File: src/sv/elu_pkg.sv
`timescale 1ns / 1ps

package elu_pkg;

    // Fixed fractional format of sample and alpha (Q3.12)
    localparam int FRAC_BITS = 12;
    // One table segment spans 1/8 of a unit
    localparam int SEG_SHIFT = FRAC_BITS - 3;
    // Interpolation fraction bits
    localparam int FRAC_W    = 8;
    // Segment index bits for the interior of the table
    localparam int IDX_W     = 6;
    // Index into the full table, one entry past the last segment
    localparam int TIDX_W    = 7;
    localparam int TAB_ENTRIES = 65;
    localparam int MAG_W     = 15;
    localparam int ALPHA_W   = 15;
    localparam logic [ALPHA_W-1:0] ALPHA_RESET = 15'd4096;
    // Width of alpha*mag + rounding, and of the scaled result
    localparam int PROD_W    = ALPHA_W + MAG_W + 1;
    localparam int P_W       = PROD_W - MAG_W;

    // |exp(-k/8) - 1| in Q0.15, k = 0..64
    localparam logic [MAG_W-1:0] EXPM1_MAG [TAB_ENTRIES] = '{
        15'd0,     15'd3850,  15'd7248,  15'd10247, 15'd12893, 15'd15229,
        15'd17289, 15'd19108, 15'd20713, 15'd22130, 15'd23380, 15'd24483,
        15'd25456, 15'd26316, 15'd27074, 15'd27743, 15'd28333, 15'd28854,
        15'd29314, 15'd29720, 15'd30078, 15'd30394, 15'd30673, 15'd30919,
        15'd31137, 15'd31328, 15'd31497, 15'd31647, 15'd31778, 15'd31895,
        15'd31997, 15'd32088, 15'd32168, 15'd32238, 15'd32301, 15'd32356,
        15'd32404, 15'd32447, 15'd32485, 15'd32518, 15'd32547, 15'd32573,
        15'd32596, 15'd32616, 15'd32634, 15'd32650, 15'd32664, 15'd32676,
        15'd32687, 15'd32696, 15'd32705, 15'd32712, 15'd32719, 15'd32725,
        15'd32730, 15'd32734, 15'd32738, 15'd32742, 15'd32745, 15'd32747,
        15'd32750, 15'd32752, 15'd32754, 15'd32756, 15'd32757
    };

    // Stage load strobes handed to the term pipeline
    typedef struct packed {
        logic lookup;
        logic interp;
    } t_stage_ld;

endpackage

File: src/sv/elu_activation_unit.sv
`timescale 1ns / 1ps

// Channel   | Signals                                   | Direction
// ----------+-------------------------------------------+-----------
// input     | i_valid, o_ready, i_sample_in, i_last_in  | item in
// output    | o_valid, i_ready, o_sample_out, o_last_out| item out
// config    | i_cfg_valid, o_cfg_ready, i_cfg_data      | alpha write
//
// Five-stage pipeline: decode, table lookup, interpolation, alpha scale,
// negate/saturate. One item per cycle sustained while i_ready is high.
// Each stage holds a valid bit and advances when its successor is empty
// or advancing, so bubbles collapse under output backpressure.
// Reset (synchronous, active low) clears the valid bits and sets alpha = 1.0.
// o_cfg_ready is always high; write alpha only with pipe idle (not enforced).
module elu_activation_unit #(
    parameter int DATA_WIDTH     = 16,
    parameter int TABLE_SEGMENTS = 64
) (
    input  logic                          i_clk,
    input  logic                          i_rst_n,
    // input items
    input  logic                          i_valid,
    output logic                          o_ready,
    input  logic signed [DATA_WIDTH-1:0]  i_sample_in,
    input  logic                          i_last_in,
    // result items
    output logic                          o_valid,
    input  logic                          i_ready,
    output logic signed [DATA_WIDTH-1:0]  o_sample_out,
    output logic                          o_last_out,
    // alpha register write
    input  logic                          i_cfg_valid,
    output logic                          o_cfg_ready,
    input  logic [elu_pkg::ALPHA_W-1:0]   i_cfg_data
);
    import elu_pkg::*;

    localparam int TABLE_TOP = (TABLE_SEGMENTS < 64) ? TABLE_SEGMENTS : 64;
    // magnitude widened so segment/fraction selects exist at any width
    localparam int MX_W      = DATA_WIDTH + SEG_SHIFT;
    // saturation compare width
    localparam int CW        = ((DATA_WIDTH > P_W) ? DATA_WIDTH : P_W) + 1;
    localparam logic [CW-1:0] NEG_LIMIT = CW'(1) << (DATA_WIDTH - 1);

    // alpha register
    logic [ALPHA_W-1:0] r_alpha;

    always_ff @(posedge i_clk) begin
        if (!i_rst_n) begin
            r_alpha <= ALPHA_RESET;
        end else if (i_cfg_valid) begin
            r_alpha <= i_cfg_data;
        end
    end
    assign o_cfg_ready = 1'b1;

    // stage valids and advance chain
    logic [4:0] r_vld;
    logic [4:0] adv;

    always_comb begin
        adv[4] = !r_vld[4] || i_ready;
        adv[3] = !r_vld[3] || adv[4];
        adv[2] = !r_vld[2] || adv[3];
        adv[1] = !r_vld[1] || adv[2];
        adv[0] = !r_vld[0] || adv[1];
    end
    assign o_ready = adv[0];

    always_ff @(posedge i_clk) begin
        if (!i_rst_n) begin
            r_vld <= '0;
        end else begin
            if (adv[0]) r_vld[0] <= i_valid;
            if (adv[1]) r_vld[1] <= r_vld[0];
            if (adv[2]) r_vld[2] <= r_vld[1];
            if (adv[3]) r_vld[3] <= r_vld[2];
            if (adv[4]) r_vld[4] <= r_vld[3];
        end
    end

    // stage 1: magnitude, segment index, fraction
    logic [DATA_WIDTH-1:0] mag_in;
    logic [MX_W-1:0]       mag_x;
    logic [MX_W-1:0]       seg_full;
    logic                  n_s1_clamp;

    always_comb begin
        mag_in     = DATA_WIDTH'(~i_sample_in) + DATA_WIDTH'(1);
        mag_x      = {{SEG_SHIFT{1'b0}}, mag_in};
        seg_full   = mag_x >> SEG_SHIFT;
        n_s1_clamp = seg_full >= MX_W'(TABLE_TOP);
    end

    logic [DATA_WIDTH-1:0] r_s1_raw, r_s2_raw, r_s3_raw, r_s4_raw;
    logic [3:0]            r_last;
    logic                  r_s1_clamp;
    logic [IDX_W-1:0]      r_s1_idx;
    logic [FRAC_W-1:0]     r_s1_frac;

    always_ff @(posedge i_clk) begin
        if (adv[0]) begin
            r_s1_raw   <= i_sample_in;
            r_last[0]  <= i_last_in;
            r_s1_clamp <= n_s1_clamp;
            r_s1_idx   <= mag_x[SEG_SHIFT+IDX_W-1:SEG_SHIFT];
            r_s1_frac  <= mag_x[SEG_SHIFT-1:SEG_SHIFT-FRAC_W];
        end
        if (adv[1]) begin
            r_s2_raw  <= r_s1_raw;
            r_last[1] <= r_last[0];
        end
        if (adv[2]) begin
            r_s3_raw  <= r_s2_raw;
            r_last[2] <= r_last[1];
        end
        if (adv[3]) begin
            r_s4_raw  <= r_s3_raw;
            r_last[3] <= r_last[2];
        end
    end

    // stages 2 and 3: table term
    t_stage_ld          term_ld;
    logic [MAG_W-1:0]   term_mag;

    assign term_ld.lookup = adv[1];
    assign term_ld.interp = adv[2];

    elu_expm1 #(
        .TABLE_TOP (TABLE_TOP)
    ) u_expm1 (
        .i_clk   (i_clk),
        .i_ld    (term_ld),
        .i_clamp (r_s1_clamp),
        .i_idx   (r_s1_idx),
        .i_frac  (r_s1_frac),
        .o_mag   (term_mag)
    );

    // stage 4: alpha scale, round half up
    logic [PROD_W-1:0] prod;
    logic [P_W-1:0]    r_s4_p;

    assign prod = PROD_W'(r_alpha) * PROD_W'(term_mag)
                  + PROD_W'(1 << (MAG_W - 1));

    always_ff @(posedge i_clk) begin
        if (adv[3]) begin
            r_s4_p <= prod[PROD_W-1:MAG_W];
        end
    end

    // stage 5: negate with saturation, or pass a non-negative sample
    logic [CW-1:0]         p_x;
    logic [CW-1:0]         p_sat;
    logic [CW-1:0]         neg_x;
    logic [DATA_WIDTH-1:0] n_res;
    logic [DATA_WIDTH-1:0] r_res;
    logic                  r_res_last;

    always_comb begin
        p_x   = CW'(r_s4_p);
        p_sat = (p_x > NEG_LIMIT) ? NEG_LIMIT : p_x;
        neg_x = ~p_sat + CW'(1);
        if (r_s4_raw[DATA_WIDTH-1]) begin
            n_res = neg_x[DATA_WIDTH-1:0];
        end else begin
            n_res = r_s4_raw;
        end
    end

    always_ff @(posedge i_clk) begin
        if (adv[4]) begin
            r_res      <= n_res;
            r_res_last <= r_last[3];
        end
    end

    assign o_valid      = r_vld[4];
    assign o_sample_out = r_res;
    assign o_last_out   = r_res_last;

endmodule

File: src/sv/elu_expm1.sv
`timescale 1ns / 1ps

// Two-stage table lookup and linear interpolation of |exp(x)-1|.
module elu_expm1 #(
    parameter int TABLE_TOP = 64
) (
    input  logic                        i_clk,
    input  elu_pkg::t_stage_ld          i_ld,
    input  logic                        i_clamp,
    input  logic [elu_pkg::IDX_W-1:0]   i_idx,
    input  logic [elu_pkg::FRAC_W-1:0]  i_frac,
    output logic [elu_pkg::MAG_W-1:0]   o_mag
);
    import elu_pkg::*;

    localparam logic [TIDX_W-1:0] TOP_IDX = TIDX_W'(TABLE_TOP);

    logic [MAG_W-1:0]  r_lo, n_lo;
    logic [MAG_W-1:0]  r_diff, n_diff;
    logic [FRAC_W-1:0] r_frac;
    logic [MAG_W-1:0]  r_mag, n_mag;

    logic [TIDX_W-1:0] lo_idx;
    logic [TIDX_W-1:0] hi_idx;
    logic [MAG_W+FRAC_W-1:0] step;

    // lookup: past the table end the term is flat at the last entry
    always_comb begin
        lo_idx = {1'b0, i_idx};
        hi_idx = lo_idx + TIDX_W'(1);
        if (i_clamp) begin
            n_lo   = EXPM1_MAG[TOP_IDX];
            n_diff = '0;
        end else begin
            n_lo   = EXPM1_MAG[lo_idx];
            n_diff = EXPM1_MAG[hi_idx] - EXPM1_MAG[lo_idx];
        end
    end

    // interpolation, rounded to nearest
    always_comb begin
        step  = r_diff * {{MAG_W{1'b0}}, r_frac}
                + (MAG_W+FRAC_W)'(1 << (FRAC_W - 1));
        n_mag = r_lo + step[MAG_W+FRAC_W-1:FRAC_W];
    end

    always_ff @(posedge i_clk) begin
        if (i_ld.lookup) begin
            r_lo   <= n_lo;
            r_diff <= n_diff;
            r_frac <= i_frac;
        end
        if (i_ld.interp) begin
            r_mag  <= n_mag;
        end
    end

    assign o_mag = r_mag;

endmodule
File: config.mk
export PLATFORM = sky130hd
export DESIGN_NAME = elu_activation_unit
export DESIGN_NICKNAME = d
export VERILOG_FILES = /design/src/sv/elu_pkg.sv /design/src/sv/elu_activation_unit.sv /design/src/sv/elu_expm1.sv
export SDC_FILE = /design/constraint.sdc
export NUM_CORES = 1
export LEC_CHECK = 0
export CAP_MARGIN = 20
export CORE_ASPECT_RATIO = 0.8
export CORE_MARGIN = 3
export CORE_UTILIZATION = 61
export CTS_CLUSTER_SIZE = 40
export DETAILED_ROUTE_END_ITERATION = 16
export DONT_BUFFER_PORTS = 1
export PLACE_DENSITY = 0.78
export REMOVE_ABC_BUFFERS = 1
export SYNTH_ARGS = -nofsm -noshare
export SYNTH_HDL_FRONTEND = slang
export SYNTH_SLANG_ARGS = --single-unit
File: constraint.sdc
create_clock -name i_clk -period 12.3 [get_ports i_clk]
set_clock_uncertainty 0.15 [all_clocks]
set_input_delay 0 -clock i_clk [delete_from_list [all_inputs] [get_ports i_clk]]
set_output_delay 0 -clock i_clk [all_outputs]
set_load 0.05 [all_outputs]
## Yosys cells after proc, flatten, opt, wreduce, memory -nomap -nowiden

Memories as Yosys holds them, arrays and structs flattened.
Index checks and enable logic that the tools add are counted.

| cells by class | value |
|---|---|
| add/subtract/negate cells | 7 |
| multipliers | 2 |
| div/mod/pow operators | 0 |
| magnitude comparators | 4 |
| equality and inequality tests | 0 |
| shift operators | 0 |
| multiplexer cells | 6 |
| bitwise gates (word level) | 4 |
| reductions and logical operators | 10 |

Operators by type and width:

| cell | number |
|---|---|
| $mux 15 | 5 |
| $not 16->16 | 2 |
| $add 30x15->31 const B | 1 |
| $mul 15x15->30 | 1 |
| $add 23x8->23 const B | 1 |
| $mul 15x8->23 | 1 |
| $add 16x1->16 const B | 1 |
| $add 16x2->16 const B | 1 |
| $ge 8x8->1 const B | 2 |
| $gt 16x16->1 const B | 1 |
| $mux 16 | 1 |
| $add 15x15->15 | 1 |
| $sub 15x15->15 | 1 |
| $not 6->8 | 1 |
| $not 7->8 | 1 |
| $add 6x1->7 const B | 1 |
| $ge 7x7->1 const B | 1 |
| $logic_not 1->1 | 5 |
| $logic_or 1x1->1 | 5 |

| word-level totals | value |
|---|---|
| register bits after elaboration | 189 |
| latch bits | 0 |
| bits in writable memories | 0 |
| ROM bits | 3840 |
| bits of input ports | 37 |
| output and inout bits | 20 |
| word-level logic and storage cells | 60 |
| memories kept | 2 |

Memory list:

| name | depth | bits a word | read ports | clocked after memory_dff | write ports | RTL line | RTL |
|---|---|---|---|---|---|---|---|
| (name not given) | 128 | 15 | 1 | 0 | 0 | elu_expm1.sv:36 | `n_diff = EXPM1_MAG[hi_idx] - EXPM1_MAG[lo_idx];` |
| (name not given) | 128 | 15 | 1 | 0 | 0 | elu_expm1.sv:35 | `n_lo = EXPM1_MAG[lo_idx];` |

## Longest topological paths before layout

| depth | value |
|---|---|
| depth after elaboration | 6 |
| mapped depth | 27 |
| gate-level depth less buffers | 26 |

## Hierarchy

From an unflattened synthesis, not the netlist that was laid out.

| second synthesis, totals | value |
|---|---|
| cells, all modules | 2259 |
| area, all modules | 21534.4 um^2 |

By module, submodules not included:

| module | instances | cells an instance | area an instance (um^2) | sequential area each (um^2) |
|---|---|---|---|---|
| elu_activation_unit | 1 | 1129 | 12271.8 | 3883.7 |
| elu_expm1 | 1 | 1130 | 9262.6 | 1591.5 |

## Worst setup path before layout

OpenSTA, ideal clock, no wires.

| timing path | value |
|---|---|
| kind | flip-flop to flip-flop |
| from | register r_alpha[13] |
| to | register r_s4_p[10] (data pin) |
| library setup time | 0.259 ns |
| arrival | 5.879 ns |
| data required time | 11.891 ns |
| setup slack | 6.012 ns |
| cell stages (with the launch flop) | 23 |
| path buffers | 1 |
| clock period less this slack | 6.288 ns |
| cell sequence | dfxtp_1 > clkbuf_1 > nand2_1 > fa_1 > inv_1 > fa_1 > inv_1 > fa_1 > inv_1 > fa_1 > fa_1 > inv_1 > fa_1 > inv_1 > ha_1 > and3_1 > a221o_1 > a21o_1 > a41o_1 > a21o_1 > a221o_1 > a21oi_1 > xnor2_1 |

| between the ends | value |
|---|---|
| word-level cells in the longest chain between the ends | 2 |

Ends and longest elaborated chain:

| item | RTL line | RTL |
|---|---|---|
| start, declared | elu_activation_unit.sv:46 | `logic [ALPHA_W-1:0] r_alpha;` |
| start signal, assigned | elu_activation_unit.sv:52 | `r_alpha <= i_cfg_data;` |
| $mul 15x15->30 | elu_activation_unit.sv:145 | `assign prod = PROD_W'(r_alpha) * PROD_W'(term_mag)` |
| $add 30x15->31 | elu_activation_unit.sv:146 | `+ PROD_W'(1 << (MAG_W - 1));` |
| via prod[25] | elu_activation_unit.sv:142 | `logic [PROD_W-1:0] prod;` |
| end signal, assigned | elu_activation_unit.sv:150 | `r_s4_p <= prod[PROD_W-1:MAG_W];` |
| end, declared | elu_activation_unit.sv:143 | `logic [P_W-1:0] r_s4_p;` |

The timed path passes the listed nets, and every way through them passes these cells.
A chain may end at the register's enable or synchronous reset.

## Worst setup path in the final report

| timing path | value |
|---|---|
| from | register u_expm1.r_frac[4] |
| to | register u_expm1.r_mag[13] (netlist: u_expm1.o_mag[13]) (data pin) |

| between the ends | value |
|---|---|
| word-level cells in the longest chain between the ends | 3 |

Ends and longest elaborated chain:

| item | RTL line | RTL |
|---|---|---|
| start, declared | elu_expm1.sv:20 | `logic [FRAC_W-1:0] r_frac;` |
| start signal, assigned | elu_expm1.sv:51 | `r_frac <= i_frac;` |
| $mul 15x8->23 | elu_expm1.sv:42 | `step = r_diff * {{MAG_W{1'b0}}, r_frac}` |
| $add 23x8->23 | elu_expm1.sv:43 | `+ (MAG_W+FRAC_W)'(1 << (FRAC_W - 1));` |
| $add 15x15->15 | elu_expm1.sv:44 | `n_mag = r_lo + step[MAG_W+FRAC_W-1:FRAC_W];` |
| via u_expm1.n_mag[13] | elu_expm1.sv:21 | `logic [MAG_W-1:0] r_mag, n_mag;` |
| end signal, assigned | elu_expm1.sv:54 | `r_mag <= n_mag;` |
| end, declared | elu_expm1.sv:21 |  |

The timed path passes the listed nets, and every way through them passes these cells.

==> reports/results.txt <==
Via-to-Cell Ratio - 6.04
flop2flop setup slack - 5.52 ns
die area - 37200 um2
critical path class - register to register
Post-synth top cells - inv_1, nand2_1, fa_1, ha_1, and2_1
Syn Inst Count - 2246
Post-synth EDFFs - 169
RR Endpoint - u_expm1.o_mag[13]
Slew headroom - 26.2%
Synth top area share - 23.8%
Final setup viols - 0
num rows - 60
DR vias - 16300
Cell Chain, Critical Path - and2_1 -> fa_1 -> fa_1 -> fa_1 -> inv_1 -> fa_1 -> inv_1 -> ha_1 -> and2_1 -> and4_1 -> o31a_1 -> or3_1 -> a21oi_1 -> nor2b_1 -> o21ai_0 -> a21oi_1 -> ha_1 -> and2_1 -> a311oi_1 -> a31oi_1 -> a21o_1 -> a21oi_1 -> xnor2_1
Root Driver - clkbuf_16
sequential share of the synthesized area - 25.7%
Worst EP required - 12.35 ns
biggest area consumer among synthesized cells - edfxtp_1
io pins - 57
Clock Tree Buf Depth - 2
GPL Wtd Cong - 0.961
post-DP HPWL - 39.8 mm
Mapped Area - 21300 um2
Seq cells post-synth - 189
clk sinks - 189
CTS buffer count - 17
max-cap violation count - 0
FMAX - 148 MHz
die width - 215 um
Antenna diodes - 0
Initial DRC Count - 1482
slowest CP cell - edfxtp_1
initial antenna violation count - 1
worst setup path startpoint - u_expm1.r_frac[4]
IO Port Bufs - 0
initial core utilization - 62.7%
cts repair resizes - 0
HP Class - input port to register
first-pass GRT wire length - 88.7 mm
nets@finish - 2710
First-pass DRT Iterations - 8
setup bufs post-CTS - 0
number of global-route vias before repair - 16800
Routed Antenna Nets - 0
Post-route DRC - 0
setup tns final - 0 ns
all-layer global routing usage - 29.6%
core area - 34000 um2
critical path peak fanout - 15
Max H-tree Level - 4
r2r worst-path depth - 23
crit start category - register
Routed WL - 54.3 mm
worst path arrival time - 6.83 ns
TritonCTS clock tree - yes
r2r startpoint - u_expm1.r_frac[4]
Die H - 173 um
Main synth FF type - edfxtp_1
Synth-to-Final Area Change - 6.99%
total of fill cells in the finished design - 2554
Crit. End Element - register
Final Hold Fails - 0
GRT overflow - 0
crit path time final - 6.78 ns
clock latency on the worst-skew pair - 0.46 ns
RSZ-0062 raised after global routing - no
Yosys warnings - 0
share of cells above drive strength 1 - 3.34%
worst slew pin tran - 1.10 ns
ys async rst share - 0%
most frequent cell after synthesis - inv_1
Clock Pin Slew Worst Setup and Hold Paths - 0.09 ns
Worst Setup EP - u_expm1.o_mag[13]
post-synth cell types - 78
syn avg cell area - 9.49 um2
per-cell routed wire length - 20.1 um
crit-path max cell delay - 0.65 ns
period utilization - 55.1%
largest net degree at the start of global routing - 62
max-slew violations - 0
top post-synthesis cells by area - edfxtp_1, fa_1, ha_1
status - finished, final reports clean
Worst path most repeated cell - fa_1
==> placed cells by master, fill, tap and decap left out, types with 12 or more instances in the layout <==
cell             n
a21o_1          28
a21oi_1        104
a31oi_1         19
and2_1         189
buf_4           17
clkbuf_16       17
dfxtp_1         20
dlygate4sd3_1   49
edfxtp_1       169
fa_1           247
ha_1           196
inv_1          330
mux2i_1         17
nand2_1        272
nand3_1         28
nand4_1         12
nor2_1         104
nor2b_1         26
nor3_1          33
o211ai_1        15
o21a_1          13
o21ai_0         68
o22ai_1         14
xnor2_1         53
xor2_1          28
==> cell type report <==
| class | count | area (um2) | area share [%] |
|---|---|---|---|
| Clock buffer | 17 | 425 | 1.86 |
| Clock inverter | 15 | 228 | 0.998 |
| Inverter | 333 | 1250 | 5.48 |
| Multi-Input combinational cell | 1622 | 14200 | 62.3 |
| Sequential cell | 189 | 5480 | 24.0 |
| Tap cell | 465 | 582 | 2.55 |
| Timing Repair Buffer | 67 | 638 | 2.80 |
==> critical path, delay by kind of cell (launching register included) <==
kind | cells | cell delay, ns
AO/OA/AOI/OAI | 8 | 1.52
XOR/XNOR | 1 | 0.09
adder cells (fa/ha/maj) | 6 | 2.76
buffers and inverters | 2 | 0.11
flip-flops | 1 | 0.65
AND/OR/NAND/NOR | 6 | 1.25
==> cells by family after synthesis <==
kind of cell,share of synthesized area (%)
other cells,0.0176
mux,1.24
flops,25.7
simple gates,16.6
compound gates,10.7
buf+inv,7.69
fa+ha+maj,34.7
xor+xnor,3.33
==> worst min path at each step <==
stage               startpoint          end  slack [ns]  depth (start not counted)
global route         i_last_in    r_last[0]        0.05                          1
finish               i_last_in    r_last[0]        0.05                          1
floorplan              i_rst_n  r_alpha[12]       -0.09                          1
detailed placement     i_rst_n  r_alpha[12]       -0.08                          1
global placement       i_rst_n  r_alpha[12]       -0.08                          1
CTS                  i_last_in    r_last[0]        0.05                          1
==> layer usage <==
metal / wire length (um) / part of all wire [%] / vias up / track usage (%)
met4: 2220 / 4.1 / 2 / 10.8
met5: 13 / 0.024 / - / 0
met2: 25500 / 47 / 863 / 48.6
met3: 4430 / 8.2 / 146 / 4.70
met1: 22100 / 41 / 7958 / 40.3
li1: - / - / 7380 / -
==> state kept, by name, summed over array words and instances, names as in the netlist, 8 cells and up <==
signal          cells
u_expm1.r_frac      8
r_s4_raw           16
r_s3_raw           16
u_expm1.o_mag      15
u_expm1.r_lo       15
o_sample_out       16
r_s4_p             16
r_s1_raw           16
r_s1_frac           8
r_alpha            15
u_expm1.r_diff     15
r_s2_raw           16
==> repair_timing <==
item | 4_1_cts | 5_1_grt
endpoints found under the hold margin | 52 | 0
hold buffers | 49 | 0
endpoints found under the setup margin | 0 | 0
==> through the flow <==
step	cells	utilization [%]	cell area [um2]	hold slack, ns	setup slack, ns
4_1_cts	2707	67.0	22800	0.0519	5.57
3_3_place_gp	2626	63.7	21600	-0.0818	5.76
5_1_grt	2708	67.1	22800	0.0476	5.24
3_5_place_dp	2626	63.7	21600	-0.0752	5.60
6_report	2708	67.1	22800	0.0546	5.52
2_1_floorplan	2144	-	20900	-0.0881	6.13
Power is not shown: default switching activity piles up to over one toggle a cycle in this logic, so the estimate is an artifact.
